==> src/rtl/core/ale_pkg.sv <==
// Shared types and codes for the array list engine.
package ale_pkg;

    localparam logic [1:0] OP_INSERT = 2'd0;
    localparam logic [1:0] OP_DELETE = 2'd1;
    localparam logic [1:0] OP_SEARCH = 2'd2;
    localparam logic [1:0] OP_MODIFY = 2'd3;

    localparam logic [1:0] ST_OK        = 2'd0;
    localparam logic [1:0] ST_BAD_POS   = 2'd1;
    localparam logic [1:0] ST_FULL      = 2'd2;
    localparam logic [1:0] ST_NOT_FOUND = 2'd3;

    localparam int WORD_W = 32;
    localparam int POS_W  = 5;
    localparam int IDX_W  = 4;
    localparam int LEN_W  = 5;

    typedef struct packed {
        logic [1:0]               operation;
        logic [POS_W-1:0]         position;
        logic signed [WORD_W-1:0] value;
        logic signed [WORD_W-1:0] new_value;
    } t_in;

    typedef struct packed {
        logic [1:0]       status;
        logic [IDX_W-1:0] found_index;
        logic [LEN_W-1:0] list_length;
    } t_out;

endpackage

==> src/rtl/core/ale_ram.sv <==
// Generic single-write, single-read RAM with registered read data.
module ale_ram #(
    parameter int WIDTH = 32,
    parameter int DEPTH = 16
) (
    input  logic                                      i_clk,
    input  logic                                      i_we,
    input  logic [((DEPTH > 1) ? $clog2(DEPTH) : 1)-1:0] i_waddr,
    input  logic [WIDTH-1:0]                          i_wdata,
    input  logic                                      i_re,
    input  logic [((DEPTH > 1) ? $clog2(DEPTH) : 1)-1:0] i_raddr,
    output logic [WIDTH-1:0]                          o_rdata
);

    logic [WIDTH-1:0] r_mem [DEPTH];
    logic [WIDTH-1:0] r_rdata;

    always_ff @(posedge i_clk) begin
        if (i_we) begin
            r_mem[i_waddr] <= i_wdata;
        end
        if (i_re) begin
            r_rdata <= r_mem[i_raddr];
        end
    end

    assign o_rdata = r_rdata;

endmodule

==> src/rtl/core/array_list_engine.sv <==
// Top level of the array list engine: ordered list of 32-bit words in a RAM.
//
// An ordered list of up to CAPACITY signed 32-bit words, kept in one RAM with
// a registered read. Each input beat carries one request (insert at
// a position, delete at a position, search by value, modify the first match)
// and yields exactly one output beat with status, match index and the list
// length after the request. One request is in work at a time. Insert and
// delete move entries one per cycle through the RAM (read one entry, write it
// to its neighbor the next cycle, overlapped); search and modify read one
// entry per cycle and compare the registered word. A rejected request (bad
// position, full list, empty search) goes straight to the result with no
// walk. A finished result sits in an output register, so a new beat is taken
// while the previous result is still stalled. No clearing pass after reset:
// only entries below the length are ever read, and those are always written.
module array_list_engine
    import ale_pkg::*;
#(
    parameter int CAPACITY = 16
) (
    input  logic i_clk,
    input  logic i_rst_n,
    input  logic i_in_valid,
    output logic o_in_stall,
    input  t_in  i_in_data,
    output logic o_out_valid,
    input  logic i_out_stall,
    output t_out o_out_data
);

    localparam int AW = (CAPACITY > 1) ? $clog2(CAPACITY) : 1;  // RAM address
    localparam int CW = $clog2(CAPACITY + 1);                   // length count
    localparam int EW = ((CW > POS_W) ? CW : POS_W) + 1;        // compare width

    localparam logic [2:0] S_IDLE = 3'd0;
    localparam logic [2:0] S_SHUP = 3'd1;   // insert: move entries up
    localparam logic [2:0] S_SHDN = 3'd2;   // delete: move entries down
    localparam logic [2:0] S_SCAN = 3'd3;   // search / modify walk
    localparam logic [2:0] S_DONE = 3'd4;   // hand result to output register

    logic [2:0]        r_state;
    logic [CW-1:0]     r_cnt;
    logic [1:0]        r_op;
    logic [AW-1:0]     r_pos;
    logic [WORD_W-1:0] r_val;
    logic [WORD_W-1:0] r_nval;
    logic [AW-1:0]     r_ptr;     // next RAM read address
    logic [AW-1:0]     r_last;    // address read last cycle
    logic              r_more;    // reads still to issue
    logic              r_pend;    // read data arriving this cycle
    t_out              r_res;
    t_out              r_out;
    logic              r_out_valid;

    logic              rd_en;
    logic [AW-1:0]     rd_addr;
    logic [WORD_W-1:0] rd_data;
    logic              wr_en;
    logic [AW-1:0]     wr_addr;
    logic [WORD_W-1:0] wr_data;
    logic              w_hit;

    logic [EW-1:0]     w_pos_x;
    logic [EW-1:0]     w_cnt_x;
    logic [EW-1:0]     w_cap_x;
    logic [EW-1:0]     w_ptr_inc_x;

    assign w_pos_x     = EW'(i_in_data.position);
    assign w_cnt_x     = EW'(r_cnt);
    assign w_cap_x     = EW'(CAPACITY);
    assign w_ptr_inc_x = EW'(r_ptr) + EW'(1);

    // first match: compare the word read last cycle
    assign w_hit = (r_state == S_SCAN) && r_pend && (rd_data == r_val);

    ale_ram #(
        .WIDTH(WORD_W),
        .DEPTH(CAPACITY)
    ) u_store (
        .i_clk  (i_clk),
        .i_we   (wr_en),
        .i_waddr(wr_addr),
        .i_wdata(wr_data),
        .i_re   (rd_en),
        .i_raddr(rd_addr),
        .o_rdata(rd_data)
    );

    // RAM port control. Read and write in one cycle always hit different
    // entries: the write trails the read by one step of the walk.
    always_comb begin
        rd_en   = 1'b0;
        rd_addr = r_ptr;
        wr_en   = 1'b0;
        wr_addr = r_pos;
        wr_data = r_val;
        unique case (r_state)
            S_SHUP: begin
                rd_en = r_more;
                if (r_pend) begin
                    wr_en   = 1'b1;
                    wr_addr = r_last + AW'(1);
                    wr_data = rd_data;
                end else if (!r_more) begin
                    // gap is open: drop the new word in
                    wr_en   = 1'b1;
                    wr_addr = r_pos;
                    wr_data = r_val;
                end
            end
            S_SHDN: begin
                rd_en = r_more;
                if (r_pend) begin
                    wr_en   = 1'b1;
                    wr_addr = r_last - AW'(1);
                    wr_data = rd_data;
                end
            end
            S_SCAN: begin
                rd_en = r_more;
                if (w_hit && (r_op == OP_MODIFY)) begin
                    wr_en   = 1'b1;
                    wr_addr = r_last;
                    wr_data = r_nval;
                end
            end
            S_IDLE, S_DONE: begin
            end
            default: begin
            end
        endcase
    end

    always_ff @(posedge i_clk) begin
        if (!i_rst_n) begin
            r_state     <= S_IDLE;
            r_cnt       <= '0;
            r_more      <= 1'b0;
            r_pend      <= 1'b0;
            r_out_valid <= 1'b0;
        end else begin
            // DONE reloads the output register on its own edge
            if (r_out_valid && !i_out_stall && (r_state != S_DONE)) begin
                r_out_valid <= 1'b0;
            end
            unique case (r_state)
                S_IDLE: begin
                    if (i_in_valid) begin
                        r_op              <= i_in_data.operation;
                        r_pos             <= AW'(i_in_data.position);
                        r_val             <= i_in_data.value;
                        r_nval            <= i_in_data.new_value;
                        r_pend            <= 1'b0;
                        r_res.found_index <= '0;
                        r_res.list_length <= LEN_W'(r_cnt);
                        unique case (i_in_data.operation)
                            OP_INSERT: begin
                                if (w_pos_x > w_cnt_x) begin
                                    r_res.status <= ST_BAD_POS;
                                    r_state      <= S_DONE;
                                end else if (w_cnt_x >= w_cap_x) begin
                                    r_res.status <= ST_FULL;
                                    r_state      <= S_DONE;
                                end else begin
                                    // top entry first; nothing to move at the end
                                    r_res.status <= ST_OK;
                                    r_ptr        <= AW'(r_cnt - CW'(1));
                                    r_more       <= (w_pos_x != w_cnt_x);
                                    r_state      <= S_SHUP;
                                end
                            end
                            OP_DELETE: begin
                                if (w_pos_x >= w_cnt_x) begin
                                    r_res.status <= ST_BAD_POS;
                                    r_state      <= S_DONE;
                                end else begin
                                    r_res.status <= ST_OK;
                                    r_ptr        <= AW'(w_pos_x + EW'(1));
                                    r_more       <= ((w_pos_x + EW'(1)) < w_cnt_x);
                                    r_state      <= S_SHDN;
                                end
                            end
                            OP_SEARCH, OP_MODIFY: begin
                                if (r_cnt == '0) begin
                                    r_res.status <= ST_NOT_FOUND;
                                    r_state      <= S_DONE;
                                end else begin
                                    r_res.status <= ST_OK;
                                    r_ptr        <= '0;
                                    r_more       <= 1'b1;
                                    r_state      <= S_SCAN;
                                end
                            end
                            default: begin
                                r_res.status <= ST_OK;
                                r_state      <= S_DONE;
                            end
                        endcase
                    end
                end
                S_SHUP: begin
                    if (r_more) begin
                        r_last <= r_ptr;
                        r_ptr  <= r_ptr - AW'(1);
                        r_more <= (r_ptr != r_pos);
                    end
                    r_pend <= r_more;
                    if (!r_more && !r_pend) begin
                        r_cnt             <= r_cnt + CW'(1);
                        r_res.list_length <= LEN_W'(r_cnt + CW'(1));
                        r_state           <= S_DONE;
                    end
                end
                S_SHDN: begin
                    if (r_more) begin
                        r_last <= r_ptr;
                        r_ptr  <= r_ptr + AW'(1);
                        r_more <= (w_ptr_inc_x < w_cnt_x);
                    end
                    r_pend <= r_more;
                    if (!r_more && !r_pend) begin
                        r_cnt             <= r_cnt - CW'(1);
                        r_res.list_length <= LEN_W'(r_cnt - CW'(1));
                        r_state           <= S_DONE;
                    end
                end
                S_SCAN: begin
                    if (w_hit) begin
                        // stray read still in flight is simply dropped
                        r_res.found_index <= IDX_W'(r_last);
                        r_more            <= 1'b0;
                        r_pend            <= 1'b0;
                        r_state           <= S_DONE;
                    end else begin
                        if (r_more) begin
                            r_last <= r_ptr;
                            r_ptr  <= r_ptr + AW'(1);
                            r_more <= (w_ptr_inc_x < w_cnt_x);
                        end
                        r_pend <= r_more;
                        if (!r_more && !r_pend) begin
                            r_res.status <= ST_NOT_FOUND;
                            r_state      <= S_DONE;
                        end
                    end
                end
                S_DONE: begin
                    if (!r_out_valid || !i_out_stall) begin
                        r_out       <= r_res;
                        r_out_valid <= 1'b1;
                        r_state     <= S_IDLE;
                    end
                end
                default: begin
                    r_state <= S_IDLE;
                end
            endcase
        end
    end

    assign o_in_stall  = (r_state != S_IDLE);
    assign o_out_valid = r_out_valid;
    assign o_out_data  = r_out;

endmodule

==> config.mk <==
export PLATFORM = sky130hd
export DESIGN_NAME = array_list_engine
export DESIGN_NICKNAME = d
export VERILOG_FILES = /design/src/rtl/core/ale_pkg.sv /design/src/rtl/core/ale_ram.sv /design/src/rtl/core/array_list_engine.sv
export SDC_FILE = /design/constraint.sdc
export NUM_CORES = 1
export LEC_CHECK = 0
export ABC_AREA = 1
export BUFFER_PORTS_ARGS = -buffer_cell sky130_fd_sc_hd__buf_2
export CORE_UTILIZATION = 50
export CTS_CLUSTER_DIAMETER = 150
export CTS_CLUSTER_SIZE = 30
export DETAILED_ROUTE_END_ITERATION = 12
export HOLD_SLACK_MARGIN = 0.12
export PLACE_DENSITY = 0.66
export REMOVE_ABC_BUFFERS = 1
export SETUP_SLACK_MARGIN = 0.02
export SYNTH_ARGS = -nofsm -noshare
export SYNTH_HDL_FRONTEND = slang
export SYNTH_SLANG_ARGS = --single-unit
==> constraint.sdc <==
create_clock -name i_clk -period 6.4 [get_ports i_clk]
set_input_delay 1.92 -clock i_clk [delete_from_list [all_inputs] [get_ports i_clk]]
set_output_delay 1.92 -clock i_clk [all_outputs]
set_load 0.01 [all_outputs]
# Yosys cells after proc, flatten, opt, wreduce, memory -nomap -nowiden
# Memory sizes are Yosys's and may differ from the RTL's. A register that Yosys moved wholly into a read port is not among the register bits.
# Index checks and enable logic that the tools add are counted.
dict set report word_totals {
  reg_bits 111
  mem_bits_rw 512
  in_bits 75
  memories 1
  out_inout_bits 13
}
# name depth word_bits read_ports rd_ports_with_merged_regs write_ports line_no
set mem_list {}
lappend mem_list {u_store.r_mem 16 32 1 1 1 ale_ram.sv:15} ;# logic [WIDTH-1:0] r_mem [DEPTH];
dict set report op_classes {
  addsub 8
  n_eq_ne 24
  magnitude_cmp 5
  reduce_logical 35
  muxes 68
}
# cell count
set ops {}
lappend ops {{$mux 32} 2}
lappend ops {{$pmux 32 s2} 1}
lappend ops {{$mux 4} 14}
lappend ops {{$eq 32x32->1} 1}
lappend ops {{$mux 3} 8}
lappend ops {{$pmux 4 s3} 2}
lappend ops {{$mux 1} 21}
lappend ops {{$pmux 4 s4} 1}
lappend ops {{$ne 3x3->1 const B} 5}
lappend ops {{$pmux 5 s3} 1}
lappend ops {{$ne 2x2->1 const B} 7}
lappend ops {{$pmux 3 s4} 1}
lappend ops {{$pmux 6 s2} 1}
lappend ops {{$reduce_and 3->1} 4}
lappend ops {{$mux 11} 1}
lappend ops {{$mux 2} 5}
lappend ops {{$mux 5} 2}
lappend ops {{$pmux 5 s2} 1}
lappend ops {{$reduce_and 5->1} 2}
lappend ops {{$pmux 1 s3} 3}
lappend ops {{$pmux 3 s3} 1}
lappend ops {{$reduce_and 9->1} 1}
lappend ops {{$reduce_bool 3->1} 3}
lappend ops {{$add 4x1->4 const B} 2}
lappend ops {{34 further kinds} 50}

# Logic depth before layout (Yosys ltp)
# Gate-level depths: netlist of run 1.
dict set report logic_depth {
  depth_word 8
  ltp_mapped 16
  depth_no_buf 16
}

# By module
# Synthesis of run 1 repeated with hierarchy kept, for this count alone.
dict set report hier_totals {
  hier_cells 2967
  area_unflattened_um2 29971.2
}
# mod instances area_per_inst_um2 cells_each
set modules_own_cells {}
lappend modules_own_cells {ale_ram 1 23064.6 2120}
lappend modules_own_cells {array_list_engine 1 6906.6 847}

# Worst setup path after synthesis of run 1
# OpenSTA, ideal clock, no wires.
dict set report synth_timing {
  path_type {input to register}
  startpoint {input port i_rst_n}
  endpoint {register r_nval[0], enable pin}
  t_required_ps 5901
  arrival_ps 5141
  stages 3
  setup_time_ps 499
  path_slack_ps 761
  path_cell_list {clkbuf_1 > nand2_1 > nor2_1}
}
dict set report synth_via {
  elab_chain_cells 1
}
# element line_no
set synth_lines {}
lappend synth_lines {{start, declared} array_list_engine.sv:21} ;# input logic i_rst_n,
lappend synth_lines {{$reduce_and 3->1 (no line)} --}
lappend synth_lines {{end signal, assigned} array_list_engine.sv:151} ;# r_nval <= i_in_data.new_value;
lappend synth_lines {{end, declared} array_list_engine.sv:45} ;# logic [WORD_W-1:0] r_nval;
# No other way between the ends.
# A chain may end at the register's enable or synchronous reset.

# Worst setup path in the final report of run 1
dict set report layout_timing {
  startpoint {register u_store.r_rdata[5], in the netlist u_store.o_rdata[5], read port of u_store.r_mem}
  endpoint {memory u_store.r_mem[9][12], enable pin}
}
dict set report layout_via {
  elab_chain_cells 7
  word_cells_on_any_way 9
}
# element line_no
set layout_lines {}
lappend layout_lines {{start, declared} ale_ram.sv:16} ;# logic [WIDTH-1:0] r_rdata;
lappend layout_lines {{$eq 32x32->1 *} array_list_engine.sv:73} ;# assign w_hit = (r_state == S_SCAN) && r_pend && (rd_data == r_val);
lappend layout_lines {{$logic_and 1x1->1 *} array_list_engine.sv:73}
lappend layout_lines {{$logic_and 1x1->1 *} array_list_engine.sv:120} ;# if (w_hit && (r_op == OP_MODIFY)) begin
lappend layout_lines {{$mux 1} array_list_engine.sv:120}
lappend layout_lines {{$pmux 1 s3} array_list_engine.sv:96} ;# unique case (r_state)
lappend layout_lines {{$mux 1} ale_ram.sv:19} ;# if (i_we) begin
lappend layout_lines {{$mux 1 (implied by the code)} ale_ram.sv:20} ;# r_mem[i_waddr] <= i_wdata;
lappend layout_lines {{end, declared} ale_ram.sv:15}
# Every way passes the cells marked *; elsewhere a longest branch is shown, timed or not.

==> results of run 1 <==
-- sequential cells by signal, indices dropped and copies added, names as in the netlist, 5 cells and up --
signal	count
r_cnt	5
u_store.r_mem	512
r_val	32
r_nval	32
u_store.o_rdata	32
r_res	11
o_out_data	11
-- synthesized netlist by cell type, types with 3 or more instances --
library cell / number
sky130_fd_sc_hd__o21ai_1: 26
sky130_fd_sc_hd__inv_2: 3
sky130_fd_sc_hd__clkinv_1: 3
sky130_fd_sc_hd__buf_6: 4
sky130_fd_sc_hd__nand3_1: 25
sky130_fd_sc_hd__xnor2_1: 12
sky130_fd_sc_hd__nand2_2: 8
sky130_fd_sc_hd__buf_1: 7
sky130_fd_sc_hd__dfxtp_1: 11
sky130_fd_sc_hd__clkbuf_1: 109
sky130_fd_sc_hd__nand3_2: 3
sky130_fd_sc_hd__o21ai_0: 349
sky130_fd_sc_hd__edfxtp_1: 644
sky130_fd_sc_hd__inv_1: 109
sky130_fd_sc_hd__xor2_1: 16
sky130_fd_sc_hd__a21oi_1: 126
sky130_fd_sc_hd__buf_2: 10
sky130_fd_sc_hd__nor2_1: 383
sky130_fd_sc_hd__a22oi_1: 4
sky130_fd_sc_hd__nor3_1: 4
sky130_fd_sc_hd__nand4_1: 7
sky130_fd_sc_hd__o211ai_1: 5
sky130_fd_sc_hd__ha_1: 23
sky130_fd_sc_hd__a31oi_1: 4
sky130_fd_sc_hd__o22ai_1: 158
sky130_fd_sc_hd__nand2_1: 169
-- per-stage QoR --
stage	cell area, sq um	hold slack, ns	utilization, %	power (W)
floorplan	26680	0.4003	-	0.008074
CTS	29070	0.4306	54.01	0.01137
global placement	28350	0.4030	52.69	0.009310
global route	29070	0.4508	54.01	0.01191
detailed placement	28350	0.4045	52.69	0.009433
finish	29070	0.4279	54.01	0.01135
-- power by group through the flow --
stage | clock network (W) | registers (W) | logic, W
2_1_floorplan | 0 | 0.00588 | 0.00220
3_3_place_gp | 0 | 0.00571 | 0.00360
3_5_place_dp | 0 | 0.00572 | 0.00371
4_1_cts | 0.00203 | 0.00563 | 0.00372
5_1_grt | 0.00215 | 0.00565 | 0.00410
6_report | 0.00199 | 0.00563 | 0.00373
-- worst register-to-register path: cells and delay by family, from the launching register on --
kind / cells / cell delay [ns]
AO/OA/AOI/OAI: 2 / 0.27
flip-flops: 1 / 0.43
AND/OR/NAND/NOR: 9 / 3.46
-- how the worst max path moves through the flow --
| stage | slack [ns] | to |
|---|---|---|
| 6_report | 1.82 | u_store.r_mem[9][12] |
| 5_1_grt | 1.56 | u_store.r_mem[3][24] |
| 4_1_cts | 1.83 | u_store.r_mem[9][12] |
| 3_5_place_dp | 1.85 | u_store.r_mem[3][17] |
| 3_3_place_gp | 1.97 | u_store.r_mem[9][16] |
| 2_1_floorplan | -3.86 | r_ptr[2] |
-- per-layer routing --
metal / wire, microns / vias up
met5: 13 / -
met4: 1636 / 2
met3: 4707 / 87
met2: 31620 / 703
met1: 28500 / 8733
li1: - / 8133
-- cell type report --
class                           count  area [sq um]
Multi-Input combinational cell   1341          6818
Sequential cell                   655         19560
Clock buffer                       44         696.9
Fill cell                        4456         24750
Inverter                          116         442.9
Timing Repair Buffer              114         663.1
Tap cell                          696         870.8
Clock inverter                      2         15.01
-- logic make-up (layout without fill, tap and decap cells) --
group | after synthesis | after routing | share of synthesized area [%]
DFF | 655 | 655 | 71.86
xor gates and xnor gates | 28 | 28 | 0.9010
adders and majority gates | 24 | 24 | 1.131
buffers and inverters | 247 | 276 | 3.581
and+or+nand+nor | 604 | 604 | 8.845
AOI/OAI and AO/OA | 685 | 685 | 13.68
-- placed cells by master, fill, tap and decap left out, types with 2 or more instances in the layout --
master	instances
sky130_fd_sc_hd__edfxtp_1	644
sky130_fd_sc_hd__nor2_1	365
sky130_fd_sc_hd__o21ai_0	349
sky130_fd_sc_hd__nand2_1	169
sky130_fd_sc_hd__o22ai_1	158
sky130_fd_sc_hd__a21oi_1	126
sky130_fd_sc_hd__inv_1	107
sky130_fd_sc_hd__buf_2	87
sky130_fd_sc_hd__o21ai_1	26
sky130_fd_sc_hd__nand3_1	25
sky130_fd_sc_hd__clkbuf_16	25
sky130_fd_sc_hd__buf_4	25
sky130_fd_sc_hd__ha_1	23
sky130_fd_sc_hd__nor2_4	19
sky130_fd_sc_hd__clkbuf_1	19
sky130_fd_sc_hd__xor2_1	16
sky130_fd_sc_hd__xnor2_1	12
sky130_fd_sc_hd__dfxtp_1	11
sky130_fd_sc_hd__nand2_2	8
sky130_fd_sc_hd__nand4_1	7
sky130_fd_sc_hd__o211ai_1	5
sky130_fd_sc_hd__inv_2	4
sky130_fd_sc_hd__a31oi_1	4
sky130_fd_sc_hd__a22oi_1	4
sky130_fd_sc_hd__nor3_1	4
sky130_fd_sc_hd__nand3_2	3
sky130_fd_sc_hd__clkinv_2	2
sky130_fd_sc_hd__inv_6	2
sky130_fd_sc_hd__o221ai_1	2
sky130_fd_sc_hd__clkinv_1	2
sky130_fd_sc_hd__a21oi_4	2
sky130_fd_sc_hd__buf_12	2
==> summary.md, run 1 <==
| Metric | Value |
|---|---|
| Result of the run | finished, final reports clean |
| Total number of nets in the final design | 2352 |
| Worst setup slack after placement | 1.851 ns |
| Non-filler cells, final | 2968 |
| Req. time, crit path | 6.61 ns |
| Setup repair after global routing missed its margin | no |
| Top Usage Layer GRT | met2 |
| Critical path startpoint | u_store.o_rdata[5] |
| Cell depth of the worst setup path | 11 |
| Total clock buffers created by CTS | 25 |
| Remaining number of nets flagged by the antenna check after routing | 0 |
| R2R cell count | 11 |
| Setup Fix Bufs, Post-CTS | 0 |
| Slew Limit Fails | 0 |
| Root Buffer Master | sky130_fd_sc_hd__clkbuf_16 |
| Predominant post-synthesis flop cell | sky130_fd_sc_hd__edfxtp_1 |
| Ratio of cells with drive above 1 in the final layout | 8.231% |
| Core footprint | 53810 sq um |
| Final Hold Viols | 0 |
| Number of warnings issued by yosys | 0 |
| Longest Clk Path Bufs | 3 |
| First-pass DRT Iterations | 6 |
| Maximum number of pins on one net before global-route repair | 167 |
| Startpoint of the tightest hold check path | r_res[2] |
| Io pins | 88 |
| Critical register-to-register path startpoint | u_store.o_rdata[5] |
| Comb pwr share | 32.9% |
| Top cells by area in the synthesized netlist | sky130_fd_sc_hd__edfxtp_1 (71%), sky130_fd_sc_hd__o21ai_0 (6.4%), sky130_fd_sc_hd__nor2_1 (5.3%), sky130_fd_sc_hd__o22ai_1 (3.6%), sky130_fd_sc_hd__nand2_1 (2.3%) |
| Clock Power Share | 17.5% |
| Final cycle utilization of the critical path | 71.52% |
| GR met3 Demand/Resource | 2.568% |
| Cell count of the worst hold path | 0 |
| FFs w/ async S/R, synth | 0% |
| Clock tree sinks | 655 |
| Category of the most critical setup path | reg2reg |
| Die ar. | 55370 sq um |
| FF-to-FF setup slack | 1.82 ns |
| Cell area after technology mapping | 27220 sq um |
| Switching Power | 0.004127 W |
| Setup slack of the critical path after layout | 1.823 ns |
| Cell type contributing the most total cell area after synthesis | sky130_fd_sc_hd__edfxtp_1 |
| Post-route DRC | 0 |
| Switching share of power | 36.36% |
| Final HPWL from detailed placement | 37980 microns |
| Maximum fanout along the worst path | 69 |
| Critical path arrival | 4.79 ns |
| Row count | 85 |
| First-pass GRT wire length | 100700 microns |
| Class of the tightest hold or removal check | reg2reg |
| Synth Area per Inst | 12.13 sq um |
| Top-area cell type share of the netlist area | 71.06% |
| WP buf/inv | 0 |
| Portion of total power attributed to sequential cells | 49.6% |
| Placed cell count | 2922 |
| Number of failing setup endpoints in the final timing report | 0 |
| Critical path, cell by cell | nand2_1 > o21ai_0 > nor2_1 > nand3_1 > nor2_1 > nand3_4 > nand2_1 > nand3_2 > a21oi_4 > nand2_2 > nor2_4 |
| TritonCTS clock tree | built |
| Routed vias | 17658 |
| Hold path endpoint | o_out_data[2] |
| Clock latency at the later pin of the worst-skew pair | 0.61 ns |
| Global routing usage on met1 | 33.99% |
| Max Cap Violations | 0 |
| Routability cong. | 0.8637 |
| Critical register-to-register path endpoint | u_store.r_mem[9][12] |
| DR iter-0 viols | 2050 |
| Sequential cell area fraction in the yosys report | 71.86% |
| Max IR drop VDD | 0.2173 mV |
| Min cycle time layout | 4.577 ns |
| Syn-to-layout area delta | 6.795% |
| Cts-stage hold buffer count | 0 |
| Global routing usage summed across all routing layers | 23.71% |
| Cell-internal power | 0.007223 W |
| Flops & latches, synth | 655 |
| Post-synthesis instance total | 2243 |
| LEAKAGE | 9.738 nW |
| Final Routed Wirelength | 66480 microns |
| Die extent in x | 235.3 microns |
| H-tree levels | 1 |
| Worst Setup Start Kind | flip-flop |
| Critical path's slowest cell | sky130_fd_sc_hd__nor2_4 |
| Max Clock Freq | 218.5 MHz |
| Crit end category | flip-flop |
| Total power density per cell area | 390.5 nW/um^2 |
| Slew margin rel. | 10.09% |
| Clock input transition at the sequential cells of the worst setup and hold paths | 0.11 ns |
| Vias per cell | 5.949 |
| Crit path largest cell delay | 1.06 ns |
| Starting density of the core | 50.57% |
| Setup skew after layout | 0.02724 ns |
| Global-route track usage on met2 | 38.85% |
| Slew @ Worst Pin | 1.345 ns |
| Routed wirelength normalized by instance count | 22.40 microns |
| Number of gates resized after cts | 0 |
| Number of diodes | 0 |
| Vias in the first global route | 16895 |
| Global-route congestion overflow total | 0 |
| Number of antenna violations at the first check in global routing | 1 |
| IO buf count | 87 |
| Setup TNS | 0 ns |
| Die boundary height | 235.3 microns |
| Count of cell types in the netlist | 45 |
| Top delay family on crit path | simple AND/OR/NAND/NOR gates |
| Post-synth EDFFs | 644 |
No activity file was read; power rests on OpenSTA's default activity.
==> inputs of run 2 (changes only) <==
ABC_AREA = 0   (was 1)
PLACE_DENSITY = 0.69   (was 0.66)
clock period = 3.8 ns   (was 6.4 ns; I/O delays follow)
==> run 2 against run 1 <==
Against the previous run:
- die area fell by 3.7%
- clock power up 65%
- worst setup slack got worse by 1.7 ns
- non-clock buffer count is 49 higher
- count of clock-buffer cells in the layout unchanged
- global-route usage down 2.6 points
- critical path depth fell by 3
- register-to-register slack worse by 1.7 ns
- sequential share of layout area up 0.24 points
- wire length is 17% lower
- area after synthesis is 3.7% lower
==> summary.md, run 2 <==
| Metric | Value |
|---|---|
| Number of failing setup endpoints in the final timing report | 0 (unchanged) |
| Final cycle utilization of the critical path | 95.53% (+24 points) |
| Commonest cells after routing, fill and taps aside | sky130_fd_sc_hd__edfxtp_1 (644), sky130_fd_sc_hd__mux4_2 (160), sky130_fd_sc_hd__buf_2 (87) |
| Portion of total power attributed to sequential cells | 60.4% (+11 points) |
| Top cells by area in the synthesized netlist | sky130_fd_sc_hd__edfxtp_1 (74%), sky130_fd_sc_hd__mux4_2 (14%), sky130_fd_sc_hd__a221o_1 (1.3%), sky130_fd_sc_hd__ha_1 (1.1%), sky130_fd_sc_hd__and2_1 (0.91%) |
| Max Clock Freq | 275.5 MHz (+26%) |
| Ratio of cells with drive above 1 in the final layout | 26.96% (+19 points) |
| Class of the tightest hold or removal check | reg2reg |
| Hold path endpoint | o_out_data[7] |
| Slew @ Worst Pin | 1.303 ns (-0.04208 ns) |
| Synth Area per Inst | 20.64 sq um (+70%) |
| Syn-to-layout area delta | 10.50% |
| Number of gates resized after cts | 0 (unchanged) |
| Final Routed Wirelength | 55510 microns (-17%) |
| Sequential cell area fraction in the yosys report | 74.62% (+2.8 points) |
| Slew margin rel. | 13.11% (+3.0 points) |
| Max Cap Violations | 0 (unchanged) |
| Routability cong. | 0.8632 (about the same) |
| Post-Layout Inst Area | 28960 sq um (-0.36%) |
| Worst setup slack after placement | 0.1390 ns (-1.712 ns) |
| Result of the run | finished, final reports clean |
| Switching Power | 0.003365 W (-18%) |
| Die extent in x | 231.0 microns (-1.8%) |
| Cell area after technology mapping | 26210 sq um (-3.7%) |
| Most frequent standard cell in the layout excluding fill and tap cells | sky130_fd_sc_hd__edfxtp_1 |
| Total clock buffers created by CTS | 25 (unchanged) |
| Critical register-to-register path startpoint | u_store.o_rdata[27] |
| Maximum fanout along the worst path | 32 (-54%) |
| Minimum hold slack | 0.4313 ns (+0.003438 ns) |
| Setup skew after layout | 0.02632 ns (-0.0009175 ns) |
| Comb pwr share | 15.9% (-17 points) |
| Count of cell types in the netlist | 65 (+44%) |
| FFs w/ async S/R, synth | 0% (unchanged) |
| FF-to-FF setup slack | 0.17 ns (-1.65 ns) |
| Vias in the first global route | 13023 (-23%) |
| Category of the most critical setup path | reg2reg |
| Number of antenna violations at the first check in global routing | 0 (-1) |
| First-pass DRT Iterations | 6 (unchanged) |
| Predominant post-synthesis flop cell | sky130_fd_sc_hd__edfxtp_1 |
| Slew Limit Fails | 0 (unchanged) |
| Setup repair after global routing missed its margin | yes |
| Cell type contributing the most total cell area after synthesis | sky130_fd_sc_hd__edfxtp_1 |
| Clock latency at the later pin of the worst-skew pair | 0.60 ns (about the same) |
| Setup Fix Bufs, Post-CTS | 0 (unchanged) |
| Total number of nets in the final design | 1498 (-36%) |
| Placement-stage cell area | 28230 sq um (-0.44%) |
| Clock tree sinks | 655 (unchanged) |
| Setup slack of the critical path after layout | 0.1698 ns (-1.653 ns) |
| Final HPWL from detailed placement | 35010 microns (-7.8%) |
| Cts-stage hold buffer count | 0 (unchanged) |
| Cell count of the worst hold path | 0 (unchanged) |
| Total power density per cell area | 479.7 nW/um^2 (+23%) |
| Clock input transition at the sequential cells of the worst setup and hold paths | 0.11 ns (about the same) |
| Vias per cell | 6.111 (+2.7%) |
| Switching share of power | 24.22% (-12 points) |
| Req. time, crit path | 4.08 ns (-2.53 ns) |
| Flops & latches, synth | 655 (unchanged) |
| Number of diodes | 0 (unchanged) |
| Register with the highest flop count | u_store.r_mem |
| Worst Setup Start Kind | flip-flop |
| Largest register FFs | 512 (unchanged) |
| LEAKAGE | 9.145 nW (-6.1%) |
| Post-synth EDFFs | 644 (unchanged) |
| Top-area cell type share of the netlist area | 73.78% (+2.7 points) |
| IO buf count | 87 (unchanged) |
| Routed wirelength normalized by instance count | 26.47 microns (+18%) |
| Crit end category | flip-flop |
| Critical register-to-register path endpoint | u_store.r_mem[10][31] |
| Min cycle time layout | 3.630 ns (-0.9472 ns) |
| Number of warnings issued by yosys | 0 (unchanged) |
| Die ar. | 53340 sq um (-3.7%) |
| Post-synthesis instance total | 1270 (-43%) |
| Cell-internal power | 0.01053 W (+46%) |
| Core footprint | 51510 sq um (-4.3%) |
| Fill cell instance count of the final layout | 3836 (-14%) |
| H-tree levels | 1 (unchanged) |
| Maximum number of pins on one net before global-route repair | 78 (-53%) |
| First-pass GRT wire length | 82510 microns (-18%) |
| Root Buffer Master | sky130_fd_sc_hd__clkbuf_16 |
| Startpoint of the tightest hold check path | r_res[7] |
| Global routing usage summed across all routing layers | 21.08% (-2.6 points) |
| Most used standard cell by instance count after synthesis | sky130_fd_sc_hd__edfxtp_1 |
| DR iter-0 viols | 1240 (-40%) |
| Max IR drop VDD | 0.3429 mV (+58%) |
| Global-route congestion overflow total | 0 (unchanged) |
| Row count | 83 (-2.4%) |
| TritonCTS clock tree | built |
| Starting density of the core | 50.88% (+0.31 points) |
| R2R cell count | 8 (-3) |
| Io pins | 88 (unchanged) |
| Critical path arrival | 3.91 ns (-0.88 ns) |
| Longest Clk Path Bufs | 3 (unchanged) |
| Final Hold Viols | 0 (unchanged) |
| Routed vias | 12814 (-27%) |
| Post-route DRC | 0 (unchanged) |
| Clock Power Share | 23.7% (+6.2 points) |
| Die boundary height | 231.0 microns (-1.8%) |
| Leading post-synthesis cells by instance count | sky130_fd_sc_hd__edfxtp_1 (644), sky130_fd_sc_hd__mux4_2 (160), sky130_fd_sc_hd__clkbuf_1 (39), sky130_fd_sc_hd__and2_1 (38), sky130_fd_sc_hd__a221o_1 (33) |
| Remaining number of nets flagged by the antenna check after routing | 0 (unchanged) |
==> run 2: cell count changes after synthesis, sizes merged, moves of 13 or more <==
cell    change
nor2      -362
o21ai     -358
mux4      +160
nand2     -152
o22ai     -152
a21oi     -106
inv        -91
clkbuf     -70
and2       +38
a221o      +33
nand3      -20
nor4       +20
nor2b      +18
xnor2      +13
==> run 2: metal layers <==
layer | routed length, microns | GRT usage (%) | share of wire [%] | vias up
met5 | 0 | 0 | 0 | -
met4 | 1043 | 4.574 | 1.9 | 0
met3 | 3963 | 3.520 | 7.1 | 68
met2 | 26740 | 33.84 | 48 | 444
met1 | 23760 | 30.63 | 43 | 6786
li1 | - | - | - | 5516
==> run 2: critical path: stages, from the launching register on <==
cell,delay [ns]
sky130_fd_sc_hd__edfxtp_1,0.42
sky130_fd_sc_hd__xnor2_1,0.34
sky130_fd_sc_hd__nand4_1,0.12
sky130_fd_sc_hd__or4_1,0.45
sky130_fd_sc_hd__or4_1,0.68
sky130_fd_sc_hd__mux2i_1,0.20
sky130_fd_sc_hd__o21a_1,0.36
sky130_fd_sc_hd__nor4_2,0.42
sky130_fd_sc_hd__buf_12,0.31
==> run 2: power by group through the flow <==
stage	registers (W)	clock network, W	logic (W)
after global routing	0.00842	0.00358	0.00239
after floorplan	0.00874	0	0.00135
after CTS	0.00840	0.00336	0.00222
after detailed placement	0.00856	0	0.00221
after global placement	0.00855	0	0.00216
final	0.00840	0.00329	0.00221
==> run 2: layout make-up <==
cell class / instances / area, sq um / area share [%]
repair buffers: 163 / 1319 / 4.553
well taps: 680 / 850.8 / 2.938
inverters: 22 / 82.58 / 0.2851
clock buffers: 44 / 696.9 / 2.406
clock inverters: 1 / 7.507 / 0.02592
multi-input cells: 532 / 6446 / 22.26
flip-flops and latches: 655 / 19560 / 67.53
==> run 2: kinds of logic after synthesis <==
family	after synthesis	synth area share (%)
muxes	164	13.91
AOI/OAI and AO/OA	128	3.843
buffers and inverters	83	1.303
xor gates and xnor gates	44	1.470
adders and majority gates	25	1.213
DFF	655	74.62
and+or+nand+nor	171	3.642
==> run 2: worst max path at each step <==
| stage | slack [ns] | endpoint | startpoint |
|---|---|---|---|
| after floorplan | -3.37 | r_more | r_ptr[0] |
| after global placement | 0.23 | u_store.r_mem[7][26] | r_val[9] |
| after detailed placement | 0.14 | u_store.r_mem[7][26] | r_val[9] |
| after CTS | 0.11 | u_store.r_mem[7][5] | u_store.o_rdata[27] |
| after global routing | 0.01 | u_store.r_mem[5][19] | r_val[9] |
| final | 0.17 | u_store.r_mem[10][31] | u_store.o_rdata[27] |
==> run 2: per-stage QoR <==
stage / utilization [%] / TNS, ns / power [W] / std cells
4_1_cts: 56.17 / 0 / 0.01398 / 2097
2_1_floorplan: - / -1406.81 / 0.01009 / 1209
3_5_place_dp: 54.80 / 0 / 0.01077 / 2052
6_report: 56.23 / 0 / 0.01389 / 2097
3_3_place_gp: 54.80 / 0 / 0.01072 / 2052
5_1_grt: 56.23 / 0 / 0.01438 / 2097
==> inputs of run 3 (changes only) <==
MAX_ROUTING_LAYER = met4   (was not set)
SYNTH_HIERARCHICAL = 1   (was not set)
==> run 3 against run 2 <==
Against the previous run:
- final area barely moved
- utilization up 0.13 points
- cell count is 3.8% higher
- wire length increased by 6.9%
- critical endpoint is now u_store/r_mem[12][12]
- via count grew 5.4%
- clock skew fell by 0.0036 ns
- register-to-register slack got worse by 0.05 ns
- highest routed layer unchanged
- global-route usage grew 2.1 points
- synthesized cell count rose by 5.0%
==> summary.md, run 3 <==
| Metric | Value |
|---|---|
| Class of the tightest hold or removal check | reg2reg |
| Total clock buffers created by CTS | 25 (unchanged) |
| Startpoint of the tightest hold check path | r_res[10] |
| Slew margin rel. | 27.28% (+14 points) |
| WP buf/inv | 4 (+3) |
| Critical register-to-register path endpoint | u_store/r_mem[12][12] |
| Worst setup slack after placement | -0.1979 ns (-0.3368 ns) |
| Largest register FFs | 512 (unchanged) |
| Multiplexer share of the synthesized area | 11.31% (-2.6 points) |
| Maximum number of pins on one net before global-route repair | 84 (+7.7%) |
| Ratio of cells with drive above 1 in the final layout | 25.32% (-1.6 points) |
| Final Hold Viols | 0 (unchanged) |
| Top-area cell type share of the netlist area | 74.18% (+0.40 points) |
| Remaining number of nets flagged by the antenna check after routing | 0 (unchanged) |
| H-tree levels | 1 (unchanged) |
| Cell-internal power | 0.01036 W (-1.5%) |
| Cts-stage hold buffer count | 0 (unchanged) |
| Hold path endpoint | o_out_data[10] |
| Vias in the first global route | 13408 (+3.0%) |
| Critical path's slowest cell | sky130_fd_sc_hd__edfxtp_1 |
| Worst Setup Start Kind | flip-flop |
| Final cycle utilization of the critical path | 96.94% (+1.4 points) |
| Crit path largest cell delay | 0.42 ns (-0.26 ns) |
| Crit end category | flip-flop |
| Final Routed Wirelength | 59360 microns (+6.9%) |
| Setup repair after global routing missed its margin | yes |
| Vias per cell | 6.203 (+1.5%) |
| Comb pwr share | 14.3% (-1.6 points) |
| Top delay family on crit path | simple AND/OR/NAND/NOR gates |
| Cell count of the worst hold path | 0 (unchanged) |
| Flops & latches, synth | 655 (unchanged) |
| Switching share of power | 24.24% (about the same) |
| Core footprint | 51410 sq um (-0.20%) |
| Longest Clk Path Bufs | 3 (unchanged) |
| Register with the highest flop count | u_store/r_mem |
| Routability cong. | 0.8691 (+0.68%) |
| Total power density per cell area | 472.2 nW/um^2 (-1.5%) |
| Slew @ Worst Pin | 1.081 ns (-0.2225 ns) |
| Global routing usage summed across all routing layers | 23.22% (+2.1 points) |
| Routed vias | 13504 (+5.4%) |
| Min cycle time layout | 3.684 ns (+0.05365 ns) |
| Critical path, cell by cell | xnor2_1 > nand4_1 > nor4_2 > buf_4 > and4b_2 > buf_4 > mux2i_1 > o21ai_2 > nand3_2 > buf_4 > nor3_2 > buf_4 |
| Commonest cells after routing, fill and taps aside | sky130_fd_sc_hd__edfxtp_1 (644), sky130_fd_sc_hd__mux4_2 (129), sky130_fd_sc_hd__buf_2 (87) |
| Count of cell types in the netlist | 58 (-11%) |
| Most used standard cell by instance count after synthesis | sky130_fd_sc_hd__edfxtp_1 |
| Critical path arrival | 3.96 ns (+0.05 ns) |
| Leading post-synthesis cells by instance count | sky130_fd_sc_hd__edfxtp_1 (644), sky130_fd_sc_hd__mux4_2 (129), sky130_fd_sc_hd__a22oi_1 (65), sky130_fd_sc_hd__nand2_1 (53), sky130_fd_sc_hd__xnor2_1 (47) |
| FFs w/ async S/R, synth | 0% (unchanged) |
| Switching Power | 0.003317 W (-1.4%) |
| Predominant post-synthesis flop cell | sky130_fd_sc_hd__edfxtp_1 |
| Top cells by area in the synthesized netlist | sky130_fd_sc_hd__edfxtp_1 (74%), sky130_fd_sc_hd__mux4_2 (11%), sky130_fd_sc_hd__a22oi_1 (1.9%), sky130_fd_sc_hd__xnor2_1 (1.6%), sky130_fd_sc_hd__ha_1 (1.1%) |
| Largest family of logic cells by synthesized area | multiplexers |
| Row count | 83 (unchanged) |
| Starting density of the core | 50.71% (-0.17 points) |
| Req. time, crit path | 4.07 ns (about the same) |
| Max IR drop VDD | 0.5285 mV (+54%) |
| Area fraction in compound gates after synthesis | 5.634% (+1.8 points) |
| R2R cell count | 12 (+4) |
| Routed wirelength normalized by instance count | 27.27 microns (+3.0%) |
| TritonCTS clock tree | built |
| Number of diodes | 0 (unchanged) |
| Max Clock Freq | 271.5 MHz (-1.5%) |
| Max Cap Violations | 0 (unchanged) |
| Root Buffer Master | sky130_fd_sc_hd__clkbuf_16 |
| First-pass GRT wire length | 87600 microns (+6.2%) |
| Portion of total power attributed to sequential cells | 61.7% (+1.3 points) |
| Most prevalent standard cell on the critical path | sky130_fd_sc_hd__buf_4 |
| Clock tree sinks | 655 (unchanged) |
| Maximum fanout along the worst path | 12 (-63%) |
| Post-synth EDFFs | 644 (unchanged) |
| Share of the synthesized netlist area taken by xor and xnor gates | 1.781% (+0.31 points) |
| Fill cell instance count of the final layout | 3786 (-1.3%) |
| Die ar. | 53060 sq um (-0.53%) |
| Syn-to-layout area delta | 11.13% |
| Setup skew after layout | 0.02273 ns (-0.003594 ns) |
| Total number of nets in the final design | 1579 (+5.4%) |
| Global-route congestion overflow total | 0 (unchanged) |
| Post-synthesis instance total | 1333 (+5.0%) |
| Post-route DRC | 0 (unchanged) |
| Final HPWL from detailed placement | 36140 microns (+3.2%) |
| IO buf count | 87 (unchanged) |
| Die boundary height | 230.3 microns (-0.27%) |
| Number of warnings issued by yosys | 6 (+6) |
| Clock Power Share | 24.0% (+0.3 points) |
| Slew Limit Fails | 0 (unchanged) |
| DR iter-0 viols | 1649 (+33%) |
| Synth Area per Inst | 19.56 sq um (-5.2%) |
| Most frequent standard cell in the layout excluding fill and tap cells | sky130_fd_sc_hd__edfxtp_1 |
| Cell type contributing the most total cell area after synthesis | sky130_fd_sc_hd__edfxtp_1 |
| Clock latency at the later pin of the worst-skew pair | 0.59 ns (about the same) |
| Fin util | 56.36% (+0.13 points) |
| Simple logic cell fraction of the synthesized area | 3.576% (-0.067 points) |
| Critical register-to-register path startpoint | u_store/o_rdata[19] |
| Io pins | 88 (unchanged) |
| Cell area after technology mapping | 26070 sq um (-0.53%) |
| Sequential cell area fraction in the yosys report | 75.02% (+0.40 points) |
| Setup slack of the critical path after layout | 0.1161 ns (-0.05365 ns) |
| Number of antenna violations at the first check in global routing | 1 (+1) |
| First-pass DRT Iterations | 5 (-1) |
| FF-to-FF setup slack | 0.12 ns (-0.05 ns) |
| Result of the run | finished, final reports clean |
| Clock input transition at the sequential cells of the worst setup and hold paths | 0.11 ns (about the same) |
| Category of the most critical setup path | reg2reg |
| Die extent in x | 230.3 microns (-0.27%) |
| Fraction of the mapped netlist area in adder cells | 1.181% (-0.032 points) |
| Number of failing setup endpoints in the final timing report | 0 (unchanged) |
| LEAKAGE | 9.379 nW (+2.5%) |
## run 3: cell count changes after synthesis, moves of 12 or more
cell	delta
sky130_fd_sc_hd__xor2_1	-13
sky130_fd_sc_hd__nor2_1	+17
sky130_fd_sc_hd__nand2_1	+27
sky130_fd_sc_hd__a21o_1	+31
sky130_fd_sc_hd__a22o_1	+32
sky130_fd_sc_hd__nor4_1	-16
sky130_fd_sc_hd__and2_1	-29
sky130_fd_sc_hd__a221o_1	-32
sky130_fd_sc_hd__xnor2_1	+22
sky130_fd_sc_hd__mux4_2	-31
sky130_fd_sc_hd__a22oi_1	+64
sky130_fd_sc_hd__nor2b_1	-12
## run 3: worst max-delay path by stage
stage               cells after the start                     to                start  slack, ns
floorplan                               8                 r_more             r_ptr[0]      -3.15
global placement                       12   u_store/r_mem[5][16]  u_store/o_rdata[19]      -0.19
detailed placement                     12   u_store/r_mem[5][16]  u_store/o_rdata[19]      -0.20
CTS                                    12  u_store/r_mem[13][10]  u_store/o_rdata[19]       0.02
global route                           12  u_store/r_mem[12][25]  u_store/o_rdata[19]     0.0008
finish                                 12  u_store/r_mem[12][12]  u_store/o_rdata[19]       0.12
## run 3: layer usage
metal / routed length (microns) / track usage, % / vias to the layer above
met2: 29020 / 36.29 / 582
met3: 4236 / 3.076 / 76
met4: 1081 / 5.712 / 0
met1: 25020 / 32.74 / 7112
li1: - / - / 5734
met5: 0 / - / -
## run 3: cell families after synthesis
logic type / count (synthesis)
buffers and inverters: 80
xor gates and xnor gates: 53
muxes: 133
and+or+nand+nor: 185
DFF: 655
adders and majority gates: 24
AOI/OAI and AO/OA: 203
## run 3: timing repair
action                     4_1_cts  5_1_grt
cloned                           2        2
setup endpoints to repair       90      173
resized for setup                8        6
pin swaps                        6        4
buffers inserted                 4        8
## run 3: cell type report
type	count	area (sq um)	area share [%]
Clock inverter	1	7.507	0.02591
Inverter	14	52.55	0.1814
Clock buffer	43	693.2	2.393
Multi-Input combinational cell	601	6344	21.90
Tap cell	680	850.8	2.937
Timing Repair Buffer	183	1464	5.053
Sequential cell	655	19560	67.51
## run 3: power by group through the flow
stage,sequential [W],combinational (W),clock (W)
2_1_floorplan,0.00870,0.00121,0
3_3_place_gp,0.00859,0.00190,0
3_5_place_dp,0.00860,0.00194,0
4_1_cts,0.00844,0.00196,0.00337
5_1_grt,0.00846,0.00212,0.00359
6_report,0.00844,0.00196,0.00329
## run 3: metrics by stage
step	hold slack, ns	cells	cell area [sq um]	setup TNS [ns]	power (W)
final	0.4323	2177	28970	0	0.01368
after global routing	0.4453	2177	28970	0	0.01417
after CTS	0.4340	2167	28820	0	0.01376
after detailed placement	0.4065	2117	28020	-5.759	0.01054
after global placement	0.4012	2117	28020	-3.488	0.01049
after floorplan	0.4003	1267	25730	-652.85	0.009909
